## src/hw/rtl/sbsh_pkg.sv

```systemverilog
`timescale 1ns / 1ps

package sbsh_pkg;

	// Input item and result item
	typedef struct packed {
		logic       kind;
		logic [7:0] data_byte;
	} in_item_t;

	typedef struct packed {
		logic [31:0] digest_word;
		logic [2:0]  word_index;
		logic        last_word;
	} out_item_t;

	// Item kinds
	localparam logic KIND_DATA   = 1'b0;
	localparam logic KIND_FINISH = 1'b1;

	// Sequencer states
	typedef enum logic [2:0] {
		ST_IDLE,
		ST_PAD,
		ST_COMP,
		ST_FOLD,
		ST_EMIT
	} state_t;

	// Block positions and padding bytes
	localparam logic [5:0] LEN_POS       = 6'd56;
	localparam logic [5:0] LAST_POS      = 6'd63;
	localparam logic [5:0] LAST_ROUND    = 6'd63;
	localparam logic [2:0] LAST_WORD_IDX = 3'd7;
	localparam logic [7:0] PAD_MARK      = 8'h80;

	// Round constants
	localparam logic [31:0] ROUND_K [64] = '{
		32'h428a2f98, 32'h71374491, 32'hb5c0fbcf, 32'he9b5dba5,
		32'h3956c25b, 32'h59f111f1, 32'h923f82a4, 32'hab1c5ed5,
		32'hd807aa98, 32'h12835b01, 32'h243185be, 32'h550c7dc3,
		32'h72be5d74, 32'h80deb1fe, 32'h9bdc06a7, 32'hc19bf174,
		32'he49b69c1, 32'hefbe4786, 32'h0fc19dc6, 32'h240ca1cc,
		32'h2de92c6f, 32'h4a7484aa, 32'h5cb0a9dc, 32'h76f988da,
		32'h983e5152, 32'ha831c66d, 32'hb00327c8, 32'hbf597fc7,
		32'hc6e00bf3, 32'hd5a79147, 32'h06ca6351, 32'h14292967,
		32'h27b70a85, 32'h2e1b2138, 32'h4d2c6dfc, 32'h53380d13,
		32'h650a7354, 32'h766a0abb, 32'h81c2c92e, 32'h92722c85,
		32'ha2bfe8a1, 32'ha81a664b, 32'hc24b8b70, 32'hc76c51a3,
		32'hd192e819, 32'hd6990624, 32'hf40e3585, 32'h106aa070,
		32'h19a4c116, 32'h1e376c08, 32'h2748774c, 32'h34b0bcb5,
		32'h391c0cb3, 32'h4ed8aa4a, 32'h5b9cca4f, 32'h682e6ff3,
		32'h748f82ee, 32'h78a5636f, 32'h84c87814, 32'h8cc70208,
		32'h90befffa, 32'ha4506ceb, 32'hbef9a3f7, 32'hc67178f2
	};

	// Initial chaining values
	localparam logic [31:0] INIT_HASH [8] = '{
		32'h6a09e667, 32'hbb67ae85, 32'h3c6ef372, 32'ha54ff53a,
		32'h510e527f, 32'h9b05688c, 32'h1f83d9ab, 32'h5be0cd19
	};

	function automatic logic [31:0] rotr(input logic [31:0] v, input int unsigned n);
		return (v >> n) | (v << (32 - n));
	endfunction

	function automatic logic [31:0] big_sigma0(input logic [31:0] v);
		return rotr(v, 2) ^ rotr(v, 13) ^ rotr(v, 22);
	endfunction

	function automatic logic [31:0] big_sigma1(input logic [31:0] v);
		return rotr(v, 6) ^ rotr(v, 11) ^ rotr(v, 25);
	endfunction

	function automatic logic [31:0] small_sigma0(input logic [31:0] v);
		return rotr(v, 7) ^ rotr(v, 18) ^ (v >> 3);
	endfunction

	function automatic logic [31:0] small_sigma1(input logic [31:0] v);
		return rotr(v, 17) ^ rotr(v, 19) ^ (v >> 10);
	endfunction

endpackage

```

## src/hw/rtl/sha256_byte_stream_hasher.sv

```systemverilog
`timescale 1ns / 1ps

// SHA-256 hasher fed one message byte per input transfer.
// Input channel (in_valid/in_ready/in_item): kind 0 carries a data byte,
// kind 1 ends the message and requests the digest.
// Output channel (out_valid/out_ready/out_item): eight transfers per finish,
// digest words 0..7 in big-endian order, last_word set on word 7.
// The 64th byte of a block starts the shared round unit: 64 rounds, one per
// cycle, then a fold of the result into the chaining words.
// A finish feeds padding bytes through the same byte path, one per cycle:
// 64 - f bytes when f (bytes held) is at most 55, else 128 - f bytes,
// with one or two compressions, then the eight digest transfers.
// in_ready is high only when the sequencer is idle.
// If the receiver stalls, the current digest word is held until taken;
// nothing else moves meanwhile.
// Reset loads the initial chaining values and clears the byte counters;
// the block buffer needs no clearing since padding writes every byte.
module sha256_byte_stream_hasher
	import sbsh_pkg::*;
(
	input  logic      clk,
	input  logic      arst_n,
	input  logic      in_valid,
	output logic      in_ready,
	input  in_item_t  in_item,
	output logic      out_valid,
	input  logic      out_ready,
	output out_item_t out_item
);

	state_t state_q, state_d;

	logic [0:15][31:0] blk_q;
	logic [31:0]       chain_q [8];
	logic [31:0]       r_q [8];
	logic [5:0]        fill_q;
	logic [60:0]       msg_q;
	logic [63:0]       len_q;
	logic [5:0]        rnd_q;
	logic [2:0]        idx_q;
	logic              pad_q;
	logic              first_q;
	logic              len_ok_q;
	logic              final_q;

	logic              wr_en;
	logic [7:0]        wr_byte;
	logic [7:0]        pad_byte;
	logic              len_phase;
	logic [519:0]      blk_sh;
	logic [31:0]       t1, t2, w_new;

	// Padding byte source
	assign len_phase = !first_q && len_ok_q && (fill_q >= LEN_POS);
	always_comb begin
		priority if (first_q) begin
			pad_byte = PAD_MARK;
		end else if (len_phase) begin
			pad_byte = len_q[63:56];
		end else begin
			pad_byte = 8'h00;
		end
	end

	assign blk_sh = {blk_q, wr_byte};

	// Shared round unit and message schedule
	always_comb begin
		t1 = r_q[7] + big_sigma1(r_q[4]) + ((r_q[4] & r_q[5]) ^ (~r_q[4] & r_q[6]))
			+ ROUND_K[rnd_q] + blk_q[0];
		t2 = big_sigma0(r_q[0])
			+ ((r_q[0] & r_q[1]) ^ (r_q[0] & r_q[2]) ^ (r_q[1] & r_q[2]));
		w_new = small_sigma1(blk_q[14]) + blk_q[9] + small_sigma0(blk_q[1]) + blk_q[0];
	end

	// Next state
	always_comb begin
		state_d = state_q;
		unique case (state_q)
			ST_IDLE: begin
				if (in_valid) begin
					if (in_item.kind == KIND_FINISH) begin
						state_d = ST_PAD;
					end else if (fill_q == LAST_POS) begin
						state_d = ST_COMP;
					end
				end
			end
			ST_PAD: begin
				if (fill_q == LAST_POS) begin
					state_d = ST_COMP;
				end
			end
			ST_COMP: begin
				if (rnd_q == LAST_ROUND) begin
					state_d = ST_FOLD;
				end
			end
			ST_FOLD: begin
				priority if (final_q) begin
					state_d = ST_EMIT;
				end else if (pad_q) begin
					state_d = ST_PAD;
				end else begin
					state_d = ST_IDLE;
				end
			end
			ST_EMIT: begin
				if (out_ready && idx_q == LAST_WORD_IDX) begin
					state_d = ST_IDLE;
				end
			end
			default: state_d = ST_IDLE;
		endcase
	end

	// Outputs and byte write control
	always_comb begin
		in_ready  = 1'b0;
		out_valid = 1'b0;
		wr_en     = 1'b0;
		wr_byte   = in_item.data_byte;
		unique case (state_q)
			ST_IDLE: begin
				in_ready = 1'b1;
				wr_en    = in_valid && (in_item.kind == KIND_DATA);
			end
			ST_PAD: begin
				wr_en   = 1'b1;
				wr_byte = pad_byte;
			end
			ST_EMIT: begin
				out_valid = 1'b1;
			end
			default: begin
			end
		endcase
	end

	assign out_item.digest_word = chain_q[idx_q];
	assign out_item.word_index  = idx_q;
	assign out_item.last_word   = (idx_q == LAST_WORD_IDX);

	// Payload registers
	always_ff @(posedge clk) begin
		if (wr_en) begin
			blk_q <= blk_sh[511:0];
			if (fill_q == LAST_POS) begin
				for (int i = 0; i < 8; i++) begin
					r_q[i] <= chain_q[i];
				end
			end
		end else if (state_q == ST_COMP) begin
			blk_q <= {blk_q[1:15], w_new};
			r_q[7] <= r_q[6];
			r_q[6] <= r_q[5];
			r_q[5] <= r_q[4];
			r_q[4] <= r_q[3] + t1;
			r_q[3] <= r_q[2];
			r_q[2] <= r_q[1];
			r_q[1] <= r_q[0];
			r_q[0] <= t1 + t2;
		end
		// length latched at finish, shifted out MSB first
		if (state_q == ST_IDLE && in_valid && in_item.kind == KIND_FINISH) begin
			len_q <= {msg_q, 3'b000};
		end else if (state_q == ST_PAD && len_phase) begin
			len_q <= {len_q[55:0], 8'h00};
		end
	end

	// Control state and chaining words
	always_ff @(posedge clk or negedge arst_n) begin
		if (!arst_n) begin
			state_q  <= ST_IDLE;
			fill_q   <= '0;
			msg_q    <= '0;
			rnd_q    <= '0;
			idx_q    <= '0;
			pad_q    <= 1'b0;
			first_q  <= 1'b0;
			len_ok_q <= 1'b0;
			final_q  <= 1'b0;
			for (int i = 0; i < 8; i++) begin
				chain_q[i] <= INIT_HASH[i];
			end
		end else begin
			state_q <= state_d;

			// finish request opens the padding sequence
			if (state_q == ST_IDLE && in_valid) begin
				if (in_item.kind == KIND_FINISH) begin
					pad_q    <= 1'b1;
					first_q  <= 1'b1;
					len_ok_q <= 1'b0;
				end else begin
					msg_q <= msg_q + 61'd1;
				end
			end

			// padding flags; the length goes in once the marker leaves room
			// (marker in the last slot: the block-full branch below handles it)
			if (state_q == ST_PAD) begin
				first_q <= 1'b0;
				if (first_q && fill_q != LAST_POS) begin
					len_ok_q <= (fill_q < LEN_POS);
				end
			end

			// byte store and block-full kick-off
			if (wr_en) begin
				fill_q <= fill_q + 6'd1;
				if (fill_q == LAST_POS) begin
					rnd_q   <= '0;
					final_q <= pad_q && len_ok_q;
					if (pad_q) begin
						len_ok_q <= 1'b1;
					end
				end
			end

			if (state_q == ST_COMP) begin
				rnd_q <= rnd_q + 6'd1;
			end

			if (state_q == ST_FOLD) begin
				for (int i = 0; i < 8; i++) begin
					chain_q[i] <= chain_q[i] + r_q[i];
				end
			end

			// digest transfer; the last one restarts the message
			if (state_q == ST_EMIT && out_ready) begin
				idx_q <= idx_q + 3'd1;
				if (idx_q == LAST_WORD_IDX) begin
					pad_q   <= 1'b0;
					final_q <= 1'b0;
					msg_q   <= '0;
					for (int i = 0; i < 8; i++) begin
						chain_q[i] <= INIT_HASH[i];
					end
				end
			end
		end
	end

endmodule
```

## config.mk

```make
export PLATFORM = sky130hd
export DESIGN_NAME = sha256_byte_stream_hasher
export DESIGN_NICKNAME = d
export VERILOG_FILES = /design/src/hw/rtl/sbsh_pkg.sv /design/src/hw/rtl/sha256_byte_stream_hasher.sv
export SDC_FILE = /design/constraint.sdc
export NUM_CORES = 2
export LEC_CHECK = 0
export BUFFER_PORTS_ARGS = -buffer_cell sky130_fd_sc_hd__buf_2
export CAP_MARGIN = 40
export CORE_MARGIN = 4
export CORE_UTILIZATION = 35
export DETAILED_ROUTE_END_ITERATION = 10
export PLACE_DENSITY = 0.56
export SLEW_MARGIN = 40
export SYNTH_ARGS = -nofsm -noshare
export SYNTH_HDL_FRONTEND = slang
export SYNTH_SLANG_ARGS = --single-unit
```

## constraint.sdc

```tcl
create_clock -name clk -period 34.4 [get_ports clk]
set_input_delay 0 -clock clk [delete_from_list [all_inputs] [get_ports clk]]
set_output_delay 0 -clock clk [all_outputs]
set_load 0.01 [all_outputs]
```

==> results_dict.tcl <==
set metrics [dict create \
    outcome "finished, final reports clean" \
    ys_types 100 \
    max_freq_mhz 99.32 \
    start_util_pct 35.32 \
    drive_gt1_share_pct 8.042 \
    clk_path_buf_depth 3 \
    dr.pass1.iters 8 \
    synth_largest_area_cell "edfxtp_1" \
    die_area_um2 232900 \
    grt_max_degree 138 \
    ys.flop_type "edfxtp_1" \
    numCtsBuffers 142 \
    maxCapViolations 0 \
    critPathTopFamily "adder cells" \
    dpl_cell_area_um2 81870 \
    std_cell_rows 173 \
    async_flop_share_pct 29.02 \
    drt_iter0_drc 6760 \
    vias 62532 \
    crit_fanout 17 \
    worst_slew_pin_slew_ns 0.9217 \
    die_w_um 482.6 \
    slew-limit-headroom_pct 38.55 \
    drcViolationCount 0 \
    ys.warnings.count 0 \
    critPathBufInv 5 \
    grt_pass1_vias 60058 \
    ys_seq_elements 1168 \
    setup_tns_ns 0 \
    dp.cells 11266 \
    cp_slowest_cell "ha_1" \
    grt_pass1_wl_um 386300 \
    port_buffers 50 \
    cp-start-kind "register" \
    fin_crit_sh_pct 29.27 \
    synth_nets 9243 \
    hold_path.class "in -> async" \
    fin_cells 11546 \
    die_h_um 482.6 \
    cts-root-buf "clkbuf_16" \
    skew_ns 0.04127 \
    synth_area_leaders "edfxtp_1 32%, nand2_1 12%, dfrtp_1 6.4%" \
    rsz0062_at_grt "false" \
    final_area_um2 86960 \
    hold_viol 0 \
    crit_type "reg -> reg" \
    antenna_found_initial 6 \
    cp-end-kind "register" \
    grt_overflow 0 \
    finalNetCount 9057 \
    drv_slew 0 \
    numClockSinks 1168 \
    wl_per_cell_um 22.25 \
    clkTransAtPathRegs_ns 0.06 \
    ys_seq_area_share_pct 42.56 \
    coreArea_um2 223200 \
    crit_required_ns 34.95 \
    postSynthAreaPerCell_um2 9.126 \
    crit_arrival_ns 10.62 \
    ant_nets 0 \
    area_growth_pct 10.33 \
    max_stage_delay_ns 0.84 \
    netlist_area_um2 78820 \
    synth_edf_count 829 \
    layout_min_cycle_time_ns 10.07 \
    netlist_instances 8637 \
    hpwl_um 187200 \
    h-tree-depth 4 \
    place_congestion 0.9567 \
    vias_per_cell 5.416 \
    finalSetupViolCount 0 \
    insertion_delay_ns 0.83 \
    worst_hold_slack_ns 0.03221 \
    cts_tree "yes" \
    synth_top_area_share_pct 31.58 \
    post_cts_resized 0 \
    gr-usage-all-layers_pct 21.64 \
    pin_count 51 \
    finalWirelength_um 256900 \
]
[stage by stage]
step | utilization [%] | setup WS (ns)
6_report | 38.97 | 24.33
5_1_grt | 38.96 | 23.61
4_1_cts | 38.92 | 24.38
3_5_place_dp | 36.69 | 24.44
3_3_place_gp | 36.60 | 24.43
2_1_floorplan | - | 20.71
[final timing paths]
check / startpoint / to / slack, ns / depth (start not counted)
worst max-delay path: rnd_q[1]$_DFFE_PN0P_ / r_q[0][31]$_DFFE_PP_ / 24.33 / 35
worst min register to register: fill_q[5]$_DFFE_PN0P_ / fill_q[5]$_DFFE_PN0P_ / 0.49 / 1
min in group clk: in_item[3] / blk_q[3]$_DFFE_PP_ / 0.23 / 4
max in group asynchronous: arst_n / msg_q[36]$_DFF_PN0_ / 32.27 / 5
worst max register to register: rnd_q[1]$_DFFE_PN0P_ / r_q[0][31]$_DFFE_PP_ / 24.33 / 35
worst min-delay path: arst_n / chain_q[175]$_DFF_PN1_ / 0.03 / 2
[cell families (layout without fill, tap and decap cells)]
logic type / after synthesis / after routing / share of synthesized area (%)
DFF: 1168 / 1168 / 42.56
buffers and inverters: 913 / 844 / 4.362
other: 0 / 3 / 0
and+or+nand+nor: 3466 / 3466 / 18.22
adders and majority gates: 596 / 596 / 11.31
AOI/OAI and AO/OA: 1715 / 1715 / 13.34
xor gates and xnor gates: 617 / 617 / 6.873
muxes: 162 / 162 / 3.330
[layout make-up]
| cell class | instances | area, um2 |
|---|---|---|
| clock buffers | 174 | 3734 |
| repair buffers | 145 | 1222 |
| diodes | 3 | 7.507 |
| clock inverters | 87 | 1101 |
| inverters | 438 | 1657 |
| flip-flops and latches | 1168 | 33560 |
| multi-input cells | 6556 | 41950 |
| fillers | 22249 | 136200 |
| well taps | 2975 | 3722 |
[Yosys cell counts, drive strengths merged (55+ instances only)]
cell	instances
nand3	125
nor3	83
fa	195
a211oi	66
xor2	241
a21oi	511
dfstp	136
edfxtp	829
xnor2	375
mux2	62
nand2	2589
nor2	323
a21o	173
nand2b	66
inv	436
o21bai	55
mux4	74
o21ai	513
ha	398
o211ai	110
dfrtp	203
clkbuf	439
[sequential cells by signal (all words and copies together), names as in the netlist, 6 cells and up]
register  cells
blk_q       512
chain_q     256
msg_q        61
r_q         256
len_q        61
fill_q        6
rnd_q         6
[metal layers]
metal | up-vias | global-route usage, % | share of wire [%]
met4 | 4 | 5.718 | 2.7
met5 | - | 0 | 0.011
met2 | 2059 | 33.92 | 45
li1 | 29222 | - | -
met1 | 30896 | 30.98 | 45
met3 | 351 | 3.609 | 7.1
[layout by cell type, fill, tap and decap left out, types with 62 or more instances in the layout]
| master | n |
|---|---|
| mux2_2 | 62 |
| xnor2_1 | 375 |
| mux4_2 | 74 |
| nand3_1 | 121 |
| a21oi_1 | 509 |
| o21ai_0 | 494 |
| a21o_1 | 173 |
| fa_1 | 195 |
| nand2_1 | 2587 |
| edfxtp_1 | 829 |
| nor2_1 | 322 |
| xor2_1 | 241 |
| nor3_1 | 78 |
| a211oi_1 | 65 |
| nand2b_1 | 65 |
| o211ai_1 | 109 |
| dfstp_2 | 136 |
| dfrtp_1 | 196 |
| inv_1 | 435 |
| ha_1 | 398 |
| clkbuf_16 | 142 |
[repair_timing]
action / CTS / global route
endpoints found under the hold margin: 275 / 0
hold buffers: 14 / 0
buffers inserted: 0 / 0
Power is left out: the tool's default activity adds up to more than one toggle a clock period on the data nets, which glitch-free logic cannot reach.
